--- config.mk ---
export PLATFORM = sky130hd
export DESIGN_NAME = ordered_queue_remove_by_key_top
export DESIGN_NICKNAME = d
export VERILOG_FILES = /design/src/sv/oqrk_pkg.sv /design/src/sv/oqrk_ram.sv /design/src/sv/oqrk_out_reg.sv /design/src/sv/ordered_queue_remove_by_key_top.sv
export SDC_FILE = /design/constraint.sdc
export NUM_CORES = 2
export LEC_CHECK = 0
export BUFFER_PORTS_ARGS = -buffer_cell sky130_fd_sc_hd__buf_2
export CAP_MARGIN = 20
export CELL_PAD_IN_SITES_DETAIL_PLACEMENT = 1
export CELL_PAD_IN_SITES_GLOBAL_PLACEMENT = 2
export CORE_MARGIN = 3
export CORE_UTILIZATION = 50
export CTS_CLUSTER_SIZE = 16
export DETAILED_ROUTE_END_ITERATION = 10
export GPL_TIMING_DRIVEN = 0
export PLACE_DENSITY = 0.75
export SLEW_MARGIN = 40
export SYNTH_ARGS = -nofsm -noshare
export SYNTH_HDL_FRONTEND = slang
export SYNTH_SLANG_ARGS = --single-unit
--- constraint.sdc ---
create_clock -name clk -period 7.31 [get_ports clk]
set_input_delay 0.3655 -clock clk [delete_from_list [all_inputs] [get_ports clk]]
set_output_delay 0.3655 -clock clk [all_outputs]
set_load 0.01 [all_outputs]
--- src/sv/oqrk_pkg.sv ---
// ----------------------------------------------------------------------------
// oqrk_pkg
// Shared types and constants of the ordered queue with delete by key.
// ----------------------------------------------------------------------------
package oqrk_pkg;

	// default number of queue slots
	localparam int unsigned CAPACITY_DEF = 64;

	// most result words one drain emits
	localparam int unsigned MAX_RESULTS = 64;
	localparam int unsigned RES_W       = $clog2(MAX_RESULTS + 1);

	localparam int unsigned IDENT_W = 32;
	// stored entry: valid flag above the identifier
	localparam int unsigned ENTRY_W = IDENT_W + 1;

	// operation codes
	localparam logic [1:0] OP_APPEND = 2'd0;
	localparam logic [1:0] OP_REMOVE = 2'd1;
	localparam logic [1:0] OP_DRAIN  = 2'd2;

	// status codes
	localparam logic [1:0] ST_OK        = 2'd0;
	localparam logic [1:0] ST_FULL      = 2'd1;
	localparam logic [1:0] ST_NOT_FOUND = 2'd2;

	typedef struct packed {
		logic [1:0]         operation;
		logic [IDENT_W-1:0] ident;
	} in_word_t;

	typedef struct packed {
		logic [1:0]         status;
		logic [IDENT_W-1:0] entry_ident;
		logic               entry_valid;
		logic               last;
	} out_word_t;

endpackage

--- src/sv/oqrk_ram.sv ---
// ----------------------------------------------------------------------------
// oqrk_ram
// Generic single-write, single-read RAM with a registered read port.
// ----------------------------------------------------------------------------
module oqrk_ram #(
	parameter int unsigned WIDTH = 8,
	parameter int unsigned DEPTH = 16,
	localparam int unsigned AW = (DEPTH > 1) ? $clog2(DEPTH) : 1
) (
	input  logic             clk,
	input  logic             we,
	input  logic [AW-1:0]    waddr,
	input  logic [WIDTH-1:0] wdata,
	input  logic             re,
	input  logic [AW-1:0]    raddr,
	output logic [WIDTH-1:0] rdata
);

	logic [WIDTH-1:0] mem_q [DEPTH];
	logic [WIDTH-1:0] rdata_q;

	// write port
	always_ff @(posedge clk) begin
		if (we) begin
			mem_q[waddr] <= wdata;
		end
	end

	// registered read, hold when not enabled
	always_ff @(posedge clk) begin
		if (re) begin
			rdata_q <= mem_q[raddr];
		end
	end

	assign rdata = rdata_q;

endmodule

--- src/sv/oqrk_out_reg.sv ---
// ----------------------------------------------------------------------------
// oqrk_out_reg
// Result output register: holds one word until the receiver takes it.
// ----------------------------------------------------------------------------
module oqrk_out_reg (
	input  logic               clk,
	input  logic               arst_n,
	input  logic               load,
	input  oqrk_pkg::out_word_t load_data,
	output logic               can_load,
	output logic               out_valid,
	input  logic               out_ready,
	output oqrk_pkg::out_word_t out_data
);
	import oqrk_pkg::*;

	logic      valid_q;
	out_word_t data_q;

	// free when empty or the held word leaves this cycle
	assign can_load = !valid_q || out_ready;

	always_ff @(posedge clk or negedge arst_n) begin
		if (!arst_n) begin
			valid_q <= 1'b0;
		end else if (can_load) begin
			valid_q <= load;
		end
	end

	always_ff @(posedge clk) begin
		if (load && can_load) begin
			data_q <= load_data;
		end
	end

	assign out_valid = valid_q;
	assign out_data  = data_q;

endmodule

--- src/sv/ordered_queue_remove_by_key_top.sv ---
// ----------------------------------------------------------------------------
// ordered_queue_remove_by_key_top
// Arrival-ordered identifier queue with append, remove by key and drain.
// ----------------------------------------------------------------------------
// Usage:
//   Input words (in_valid/in_ready) carry an operation and an identifier.
//   Result words (out_valid/out_ready) carry status, a drained identifier,
//   its valid flag and a last flag on the final word of each input word.
//   The block takes one input word at a time; in_ready is low while a word
//   is being worked on.
//   Append and unknown codes: one result, loaded into the result register
//   from the final state; the next input word is taken once it is loaded.
//   Remove and drain: one RAM read per used slot through a single read
//   port, pipelined one slot a cycle while a drain is not stalled; a
//   remove ends early at the first match. Drain emits one word per valid
//   slot (at most 64), the last one flagged, then empties the queue.
//   Slots freed by remove stay used until the next drain.
//   Reset clears the tail pointer and control state; the slot RAM needs no
//   clearing, since only slots below the tail are ever read.
//   A stalled receiver holds the result register; a drain pauses its scan
//   until the pending word can be handed on, nothing is dropped.
// ----------------------------------------------------------------------------
module ordered_queue_remove_by_key_top #(
	parameter int unsigned CAPACITY = oqrk_pkg::CAPACITY_DEF
) (
	input  logic                clk,
	input  logic                arst_n,
	input  logic                in_valid,
	output logic                in_ready,
	input  oqrk_pkg::in_word_t  in_data,
	output logic                out_valid,
	input  logic                out_ready,
	output oqrk_pkg::out_word_t out_data
);
	import oqrk_pkg::*;

	localparam int unsigned CNT_W = $clog2(CAPACITY + 1);
	localparam int unsigned AW    = (CAPACITY > 1) ? $clog2(CAPACITY) : 1;

	typedef enum logic [2:0] {
		S_IDLE  = 3'b001,
		S_SCAN  = 3'b010,
		S_FINAL = 3'b100
	} state_t;

	state_t             state_q;
	logic [1:0]         op_q;
	logic [IDENT_W-1:0] key_q;
	logic [CNT_W-1:0]   tail_q;
	logic [CNT_W-1:0]   scan_idx_q;
	logic               chk_valid_s1;
	logic [AW-1:0]      chk_idx_s1;
	logic               pend_valid_q;
	logic [IDENT_W-1:0] pend_ident_q;
	logic [RES_W-1:0]   found_q;
	out_word_t          res_q;

	logic               ram_we;
	logic [AW-1:0]      ram_waddr;
	logic [ENTRY_W-1:0] ram_wdata;
	logic               ram_re;
	logic [ENTRY_W-1:0] ram_rdata;

	logic      accept;
	logic      is_full;
	logic      app_write;
	logic      is_drain;
	logic      key_hit;
	logic      scan_done;
	logic      chk_go;
	logic      drain_hit;
	logic      remove_hit;
	logic      emit_mid;
	logic      stall;
	logic      issue;
	logic      out_load;
	logic      can_load;
	out_word_t load_data;

	assign in_ready = (state_q == S_IDLE);
	assign accept   = in_valid && in_ready;
	assign is_full  = (tail_q == CNT_W'(CAPACITY));
	assign app_write = accept && (in_data.operation == OP_APPEND) && !is_full;
	assign is_drain = (op_q == OP_DRAIN);

	// compare unit: stored entry valid and equal to the key
	assign key_hit = ram_rdata[IDENT_W] && (ram_rdata[IDENT_W-1:0] == key_q);

	// scan control
	assign scan_done = (!chk_valid_s1 && (scan_idx_q == tail_q)) ||
		(is_drain && (found_q == RES_W'(MAX_RESULTS)));
	assign chk_go     = (state_q == S_SCAN) && chk_valid_s1 && !scan_done;
	assign drain_hit  = chk_go && is_drain && ram_rdata[IDENT_W];
	assign remove_hit = chk_go && !is_drain && key_hit;
	assign emit_mid   = drain_hit && pend_valid_q;
	assign stall      = emit_mid && !can_load;
	assign issue      = (state_q == S_SCAN) && !scan_done && !remove_hit && !stall &&
		(scan_idx_q != tail_q);

	// slot RAM port selection
	always_comb begin
		ram_we    = app_write || remove_hit;
		ram_waddr = remove_hit ? chk_idx_s1 : tail_q[AW-1:0];
		ram_wdata = remove_hit ? {1'b0, ram_rdata[IDENT_W-1:0]} : {1'b1, in_data.ident};
		ram_re    = issue;
	end

	// result word selection
	always_comb begin
		out_load  = 1'b0;
		load_data = res_q;
		if (state_q == S_FINAL) begin
			out_load = 1'b1;
		end else if (emit_mid) begin
			out_load  = 1'b1;
			load_data = '{status: ST_OK, entry_ident: pend_ident_q,
				entry_valid: 1'b1, last: 1'b0};
		end
	end

	// sequencer
	always_ff @(posedge clk or negedge arst_n) begin
		if (!arst_n) begin
			state_q      <= S_IDLE;
			tail_q       <= '0;
			scan_idx_q   <= '0;
			chk_valid_s1 <= 1'b0;
			pend_valid_q <= 1'b0;
			found_q      <= '0;
		end else begin
			unique case (state_q)
				S_IDLE: begin
					if (accept) begin
						if (app_write) begin
							tail_q <= tail_q + CNT_W'(1);
						end
						if (in_data.operation == OP_REMOVE ||
							in_data.operation == OP_DRAIN) begin
							scan_idx_q   <= '0;
							chk_valid_s1 <= 1'b0;
							pend_valid_q <= 1'b0;
							found_q      <= '0;
							state_q      <= S_SCAN;
						end else begin
							state_q <= S_FINAL;
						end
					end
				end
				S_SCAN: begin
					if (scan_done) begin
						if (is_drain) begin
							tail_q <= '0;
						end
						state_q <= S_FINAL;
					end else if (remove_hit) begin
						state_q <= S_FINAL;
					end else if (!stall) begin
						chk_valid_s1 <= issue;
						if (issue) begin
							scan_idx_q <= scan_idx_q + CNT_W'(1);
						end
						if (drain_hit) begin
							pend_valid_q <= 1'b1;
							found_q      <= found_q + RES_W'(1);
						end
					end
				end
				S_FINAL: begin
					if (can_load) begin
						state_q <= S_IDLE;
					end
				end
				default: begin
					state_q <= S_IDLE;
				end
			endcase
		end
	end

	// operand and result payload
	always_ff @(posedge clk) begin
		if (accept) begin
			op_q  <= in_data.operation;
			key_q <= in_data.ident;
			res_q <= '{status: (in_data.operation == OP_APPEND && is_full) ? ST_FULL : ST_OK,
				entry_ident: '0, entry_valid: 1'b0, last: 1'b1};
		end
		if (state_q == S_SCAN) begin
			if (!stall) begin
				chk_idx_s1 <= scan_idx_q[AW-1:0];
			end
			if (drain_hit && !stall) begin
				pend_ident_q <= ram_rdata[IDENT_W-1:0];
			end
			if (scan_done) begin
				if (is_drain && pend_valid_q) begin
					res_q <= '{status: ST_OK, entry_ident: pend_ident_q,
						entry_valid: 1'b1, last: 1'b1};
				end else if (is_drain) begin
					res_q <= '{status: ST_OK, entry_ident: '0, entry_valid: 1'b0,
						last: 1'b1};
				end else begin
					res_q <= '{status: ST_NOT_FOUND, entry_ident: '0,
						entry_valid: 1'b0, last: 1'b1};
				end
			end else if (remove_hit) begin
				res_q <= '{status: ST_OK, entry_ident: '0, entry_valid: 1'b0, last: 1'b1};
			end
		end
	end

	oqrk_ram #(
		.WIDTH(ENTRY_W),
		.DEPTH(CAPACITY)
	) u_slots (
		.clk   (clk),
		.we    (ram_we),
		.waddr (ram_waddr),
		.wdata (ram_wdata),
		.re    (ram_re),
		.raddr (scan_idx_q[AW-1:0]),
		.rdata (ram_rdata)
	);

	oqrk_out_reg u_out (
		.clk       (clk),
		.arst_n    (arst_n),
		.load      (out_load),
		.load_data (load_data),
		.can_load  (can_load),
		.out_valid (out_valid),
		.out_ready (out_ready),
		.out_data  (out_data)
	);

endmodule

# Yosys cells after proc, flatten, opt, wreduce, memory -nomap -nowiden
# Memory sizes are Yosys's and may differ from the RTL's. A register that Yosys moved wholly into a read port is not among the register bits.
# Index checks and enable logic that the tools add are counted.
classes:
  bitwise: 1
  n_eq_ne: 23
  mux: 49
  reduce_logical: 43
  addsub: 3
ops:
  columns: ["operator", "n"]
  rows:
  - ["two-way mux 36 bit", 8]
  - ["two-way mux 7 bit", 14]
  - ["one-hot mux 7 bit (2 select lines)", 3]
  - ["two-way mux 33 bit", 1]
  - ["== test 32 bit", 1]
  - ["logical AND 1 bit", 22]
  - ["adder 7 x 1 -> 7 bit (second input constant)", 3]
  - ["!= test 2 bit (second input constant)", 8]
  - ["two-way mux 3 bit", 5]
  - ["== test 7 bit (second input constant)", 2]
  - ["two-way mux 1 bit", 14]
  - ["AND reduction 7 bit", 2]
  - ["one-hot mux 3 bit (3 select lines)", 1]
  - ["zero test 1 bit", 8]
  - ["== test 7 bit", 1]
  - ["!= test 7 bit", 1]
  - ["two-way mux 6 bit", 1]
  - ["!= test 2 x 1 -> 1 bit (second input constant)", 3]
  - ["AND reduction 6 bit", 1]
  - ["AND reduction 5 bit", 1]
  - ["== test 2 bit (second input constant)", 2]
  - ["logical OR 1 bit", 4]
  - ["one-hot mux 1 bit (2 select lines)", 2]
  - ["AND reduction 2 bit", 2]
  - ["9 further kinds", 9]
totals:
  regBits: 171
  mem_count: 1
  out_inout_bits: 38
  ramBits: 2112
mem_list:
  columns: ["memory", "depth", "word_bits", "read_ports", "rd_ports_with_merged_regs", "write_ports", "line", "rtl"]
  rows:
  - ["u_slots.mem_q", 64, 33, 1, 1, 1, "oqrk_ram.sv:19", "logic [WIDTH-1:0] mem_q [DEPTH];"]

# Logic depth before layout (Yosys ltp)
depth:
  ltp_word: 17
  ltp_mapped: 10
  mapped_depth_nobuf: 8

# Hierarchy
# From an unflattened synthesis, not the netlist that was laid out.
unflattened:
  cells_unflattened: 4132
  area_unflattened_um2: 88976.6
by_module_without_submodules:
  columns: ["module", "seq_area_each_um2", "cells_each", "n_inst", "area_per_inst_um2"]
  rows:
  - ["oqrk_ram", 64411.8, 3598, 1, 81523.2]
  - ["ordered_queue_remove_by_key_top", 3534.6, 494, 1, 6318.6]
  - ["oqrk_out_reg", 1106.1, 40, 1, 1134.8]

# Worst setup path after synthesis
# OpenSTA, ideal clock, no wires.
synth_path:
  path_kind: "register -> register"
  start: "reg state_q[0]"
  end: "mem u_slots.mem_q[17][0] in the netlist's numbering, enable pin"
  path_stages_with_launch: 9
  setup_slack_ns: 0.946
  arrival_time_ns: 5.858
  n_path_buf: 1
  setup_ns: 0.506
  synth_period_minus_slack_ns: 6.364
  cell_sequence: "dfstp_2 > nor3b_1 > nand2_1 > inv_2 > o311ai_1 > nor2_1 > a21oi_1 > clkbuf_1 > nor4_1"
synth_via:
  word_cells_on_any_way: 13
synth_rtl:
  columns: ["item", "line", "rtl"]
  rows:
  - ["from (decl)", "ordered_queue_remove_by_key_top.sv:46", "state_t state_q;"]
  - ["from (signal assigned)", "ordered_queue_remove_by_key_top.sv:124", "state_q <= S_IDLE;"]
  - ["from (signal assigned)", "ordered_queue_remove_by_key_top.sv:143", "state_q <= S_SCAN;"]
  - ["from (signal assigned)", "ordered_queue_remove_by_key_top.sv:145", "state_q <= S_FINAL;"]
  - ["== test 3 x 1 -> 1 bit", "ordered_queue_remove_by_key_top.sv:80", "assign in_ready = (state_q == S_IDLE);"]
  - ["net in_ready", "ordered_queue_remove_by_key_top.sv:29", "output logic in_ready,"]
  - ["logical AND 1 bit", "ordered_queue_remove_by_key_top.sv:81", "assign accept = in_valid && in_ready;"]
  - ["net accept", "ordered_queue_remove_by_key_top.sv:64", "logic accept;"]
  - ["logical AND 1 bit (2 in a row)", "ordered_queue_remove_by_key_top.sv:83", "assign app_write = accept && (in_data.operation == OP_APPEND) && !is_full;"]
  - ["logical OR 1 bit", "ordered_queue_remove_by_key_top.sv:102", "ram_we = app_write || remove_hit;"]
  - ["two-way mux 1 bit", "oqrk_ram.sv:24", "if (we) begin"]
  - ["two-way mux 1 bit (not written as such)", "oqrk_ram.sv:25", "mem_q[waddr] <= wdata;"]
  - ["to (decl)", "oqrk_ram.sv:19", null]
# The timed path passes the listed nets, and every way through them passes these cells.

# Final worst setup path
layout_path:
  start: "reg found_q[0]"
  end: "mem u_slots.mem_q[25][23] in the netlist's numbering, enable pin"
layout_via:
  elab_chain_cells: 10
  word_cells_on_any_way: 11
layout_lines:
  columns: ["item", "line", "rtl"]
  rows:
  - ["from (decl)", "ordered_queue_remove_by_key_top.sv:55", "logic [RES_W-1:0] found_q;"]
  - ["from (signal assigned)", "ordered_queue_remove_by_key_top.sv:164", "found_q <= found_q + RES_W'(1);"]
  - ["== test 7 bit (*)", "ordered_queue_remove_by_key_top.sv:91", "(is_drain && (found_q == RES_W'(MAX_RESULTS)));"]
  - ["logical AND 1 bit (*)", "ordered_queue_remove_by_key_top.sv:91", null]
  - ["logical OR 1 bit (*)", "ordered_queue_remove_by_key_top.sv:90", "assign scan_done = (!chk_valid_s1 && (scan_idx_q == tail_q)) ||"]
  - ["zero test 1 bit (*)", "ordered_queue_remove_by_key_top.sv:92", "assign chk_go = (state_q == S_SCAN) && chk_valid_s1 && !scan_done;"]
  - ["logical AND 1 bit (*)", "ordered_queue_remove_by_key_top.sv:92", null]
  - ["logical AND 1 bit (*) (2 in a row)", "ordered_queue_remove_by_key_top.sv:94", "assign remove_hit = chk_go && !is_drain && key_hit;"]
  - ["logical OR 1 bit", "ordered_queue_remove_by_key_top.sv:102", null]
  - ["two-way mux 1 bit", "oqrk_ram.sv:24", null]
  - ["two-way mux 1 bit (not written as such)", "oqrk_ram.sv:25", null]
# Every way passes the cells marked *; elsewhere a longest branch is shown, timed or not.

==> metrics.csv <==
metric,value,unit
status,"finished, final reports clean",
"area leader, netlist",edfxtp_1,
Clock Sinks,2316,
CTS buffer count,228,
ys flop type,edfxtp_1,
CTS tree,yes,
total power draw,29.9,mW
"Slew Viols, Final",0,
clk root buf,clkbuf_16,
CP startpoint kind,flop,
overall die width,427,microns
Die Ht,427,microns
vias per std cell,6.32,
Starting Density,50.6,%
RR Startpoint,found_q[0]$_DFFE_PN0P_,
HP Class,in2async,
final core utilization,59.8,%
Final Skew,44.7,ps
# IOs,76,
Final min period,5660,ps
CP endpoint kind,flop,
routability cong.,0.861,
Buffers on Ports,75,
grt ovf,0,
filler cell count,14489,
setup violators final,0,
most frequent cells in the layout,"2253 x edfxtp_1, 693 x mux4_2, 568 x buf_2",
Post-Syn Area,0.0887,sq mm
initial antenna violation count,16,
Yosys top cell area share,76.3,%
synth unique cells,58,
Async SR Flop Fraction,1.17,%
Synthesis Warnings,0,
Post-Route WL,259000,microns
Slew HR,39.0,%
Clock Path Buffers,3,
HPWL after DPL,186000,microns
ANT nets after route,0,
Site Rows,153,
Post-Syn Area per Cell,24.1,sq um
Setup crit start,found_q[0]$_DFFE_PN0P_,
via count,44928,
Power Density,286,mW/mm^2
vias in the first global route,46510,
fin crit share,77.5,%
area grow syn2layout,18.1,%
Critical Path RT,7870,ps
total track usage,29.1,%
main area contributors after synthesis,"edfxtp_1 76%, mux4_2 18%, dfxtp_1 0.81%, dfrtp_1 0.73%, nand2_1 0.54%",
Worst Max-Slew Pin Slew,897,ps
TritonRoute pass-1 iters,6,
Core Region,0.175,sq mm
clock transition at the registers of the reported paths,60,ps
Initial DRC Count,6499,
# DRC,0,
"Max FO, Critical Path",10,
Leakage,33.7,nW
worst setup path category,reg2reg,
maximum capacitance violations,0,
syn nets,3731,
Final Net Count,4625,
fin cells,7109,
Final Hold Fails,0,
most common library cell in the layout ignoring fill and taps,edfxtp_1,
"Seq/Total Area, Yosys",77.8,%
multi-input combinational cell area,0.0195,sq mm
"EDFF count, synth",2253,
peak supply drop,0.000221,V
H-tree Lvls,4,
worst skew pair latency,880,ps
routed length per instance,36.5,microns
largest net degree at the start of global routing,65,
Gate Count Post-Synth,3687,
Fmax achieved,0.177,GHz
global-route wire length before repair,366000,microns
layout cells sized above 1,40.9,%
dpl cells,6639,
setup repair after global routing missed its margin,no,
Storage cell area,0.0691,sq mm
WP data arrival,6230,ps
die area,0.182,sq mm
Yosys reg bits,2316,
flip-flops by register name, indices dropped and copies added (netlist names), 2 cells and up:
register	count
chk_idx_s1	6
tail_q	7
scan_idx_q	7
u_slots.rdata	33
state_q	3
op_q	2
res_q	36
found_q	7
pend_ident_q	32
u_slots.mem_q	2112
key_q	32
u_out.out_data	36
repair_timing:
| item | 4_1_cts | 5_1_grt |
|---|---|---|
| setup buffers | 0 | 0 |
| hold buffers | 36 | 0 |
| gates resized for setup | 0 | 0 |
| hold endpoints to repair | 68 | 0 |
cell families after synthesis:
group	share of synthesized area, %
buf+inv	1.05
simple gates	1.70
fa+ha+maj	0.0846
mux	18.3
compound gates	0.632
xor+xnor	0.425
flops	77.8
per-layer routing:
layer / part of all wire, % / GRT usage, % / vias to the layer above / wire, microns
met5: 0.021 / 0 / - / 55
met4: 5.1 / 13.3 / 8 / 13300
met3: 9.7 / 7.39 / 494 / 25300
met2: 47 / 45.0 / 2486 / 123000
met1: 38 / 39.3 / 24244 / 98000
li1: - / - / 17696 / -
worst max-delay path, cell delays in order, from the launching register on:
cell and delay, ps:
dfrtp_1 400, inv_1 60, ha_1 220, a41oi_2 450, nand4_1 230, nor3_1 720
buf_2 530, mux2_2 530, buf_2 310, nor4_2 570, buf_2 300, buf_2 200
buf_2 240, buf_2 210, buf_2 190, buf_2 190
area by class of cell:
| class | instances | area share, % |
|---|---|---|
| Antenna cell | 11 | 0.0263 |
| Buffer | 202 | 0.918 |
| Clock buffer | 271 | 5.67 |
| Clock inverter | 151 | 1.57 |
| Inverter | 15 | 0.0597 |
| Multi-Input combinational cell | 1154 | 18.6 |
| Sequential cell | 2316 | 65.9 |
| Tap cell | 2325 | 2.78 |
| Timing Repair Buffer | 664 | 4.43 |
worst paths after layout:
path | to | slack [ps] | cells after the start
min in group clk | res_q[4]$_DFF_P_ | 210 | 3
worst min-delay path | found_q[5]$_DFFE_PN0P_ | 110 | 2
worst max register to register | u_slots.mem_q[25][23]$_DFFE_PP_ | 1650 | 15
worst max-delay path | u_slots.mem_q[25][23]$_DFFE_PP_ | 1650 | 15
worst min register to register | chk_idx_s1[5]$_DFFE_PP_ | 460 | 0
max in group asynchronous | tail_q[3]$_DFFE_PN0P_ | 6730 | 2
cell usage after synthesis, types with 26 or more instances:
| master | count |
|---|---|
| clkbuf_1 | 103 |
| mux4_2 | 693 |
| nor4_1 | 43 |
| nor2_1 | 40 |
| edfxtp_1 | 2253 |
| xor2_1 | 34 |
| mux2_2 | 33 |
| dfxtp_1 | 36 |
| nand2_1 | 127 |
| dfrtp_1 | 26 |
| a32o_1 | 33 |
| buf_2 | 67 |
report_power, final:
part / internal [mW] / switching, mW / total (mW)
Sequential: 14.7 / 0.0765 / 14.8
Combinational: 1.28 / 1.91 / 3.19
Clock: 6.85 / 5.07 / 11.9
stage by stage:
step	hold slack, ps	TNS [ps]	worst slack [ps]	area (sq um)
after floorplan	69.9	0	946	88700
after global placement	420	-5257930	-4170	92000
after detailed placement	448	0	1650	96700
after CTS	71.0	0	1600	105000
after global routing	136	0	1450	105000
final	109	0	1650	105000
No activity file was read; power rests on OpenSTA's default activity.
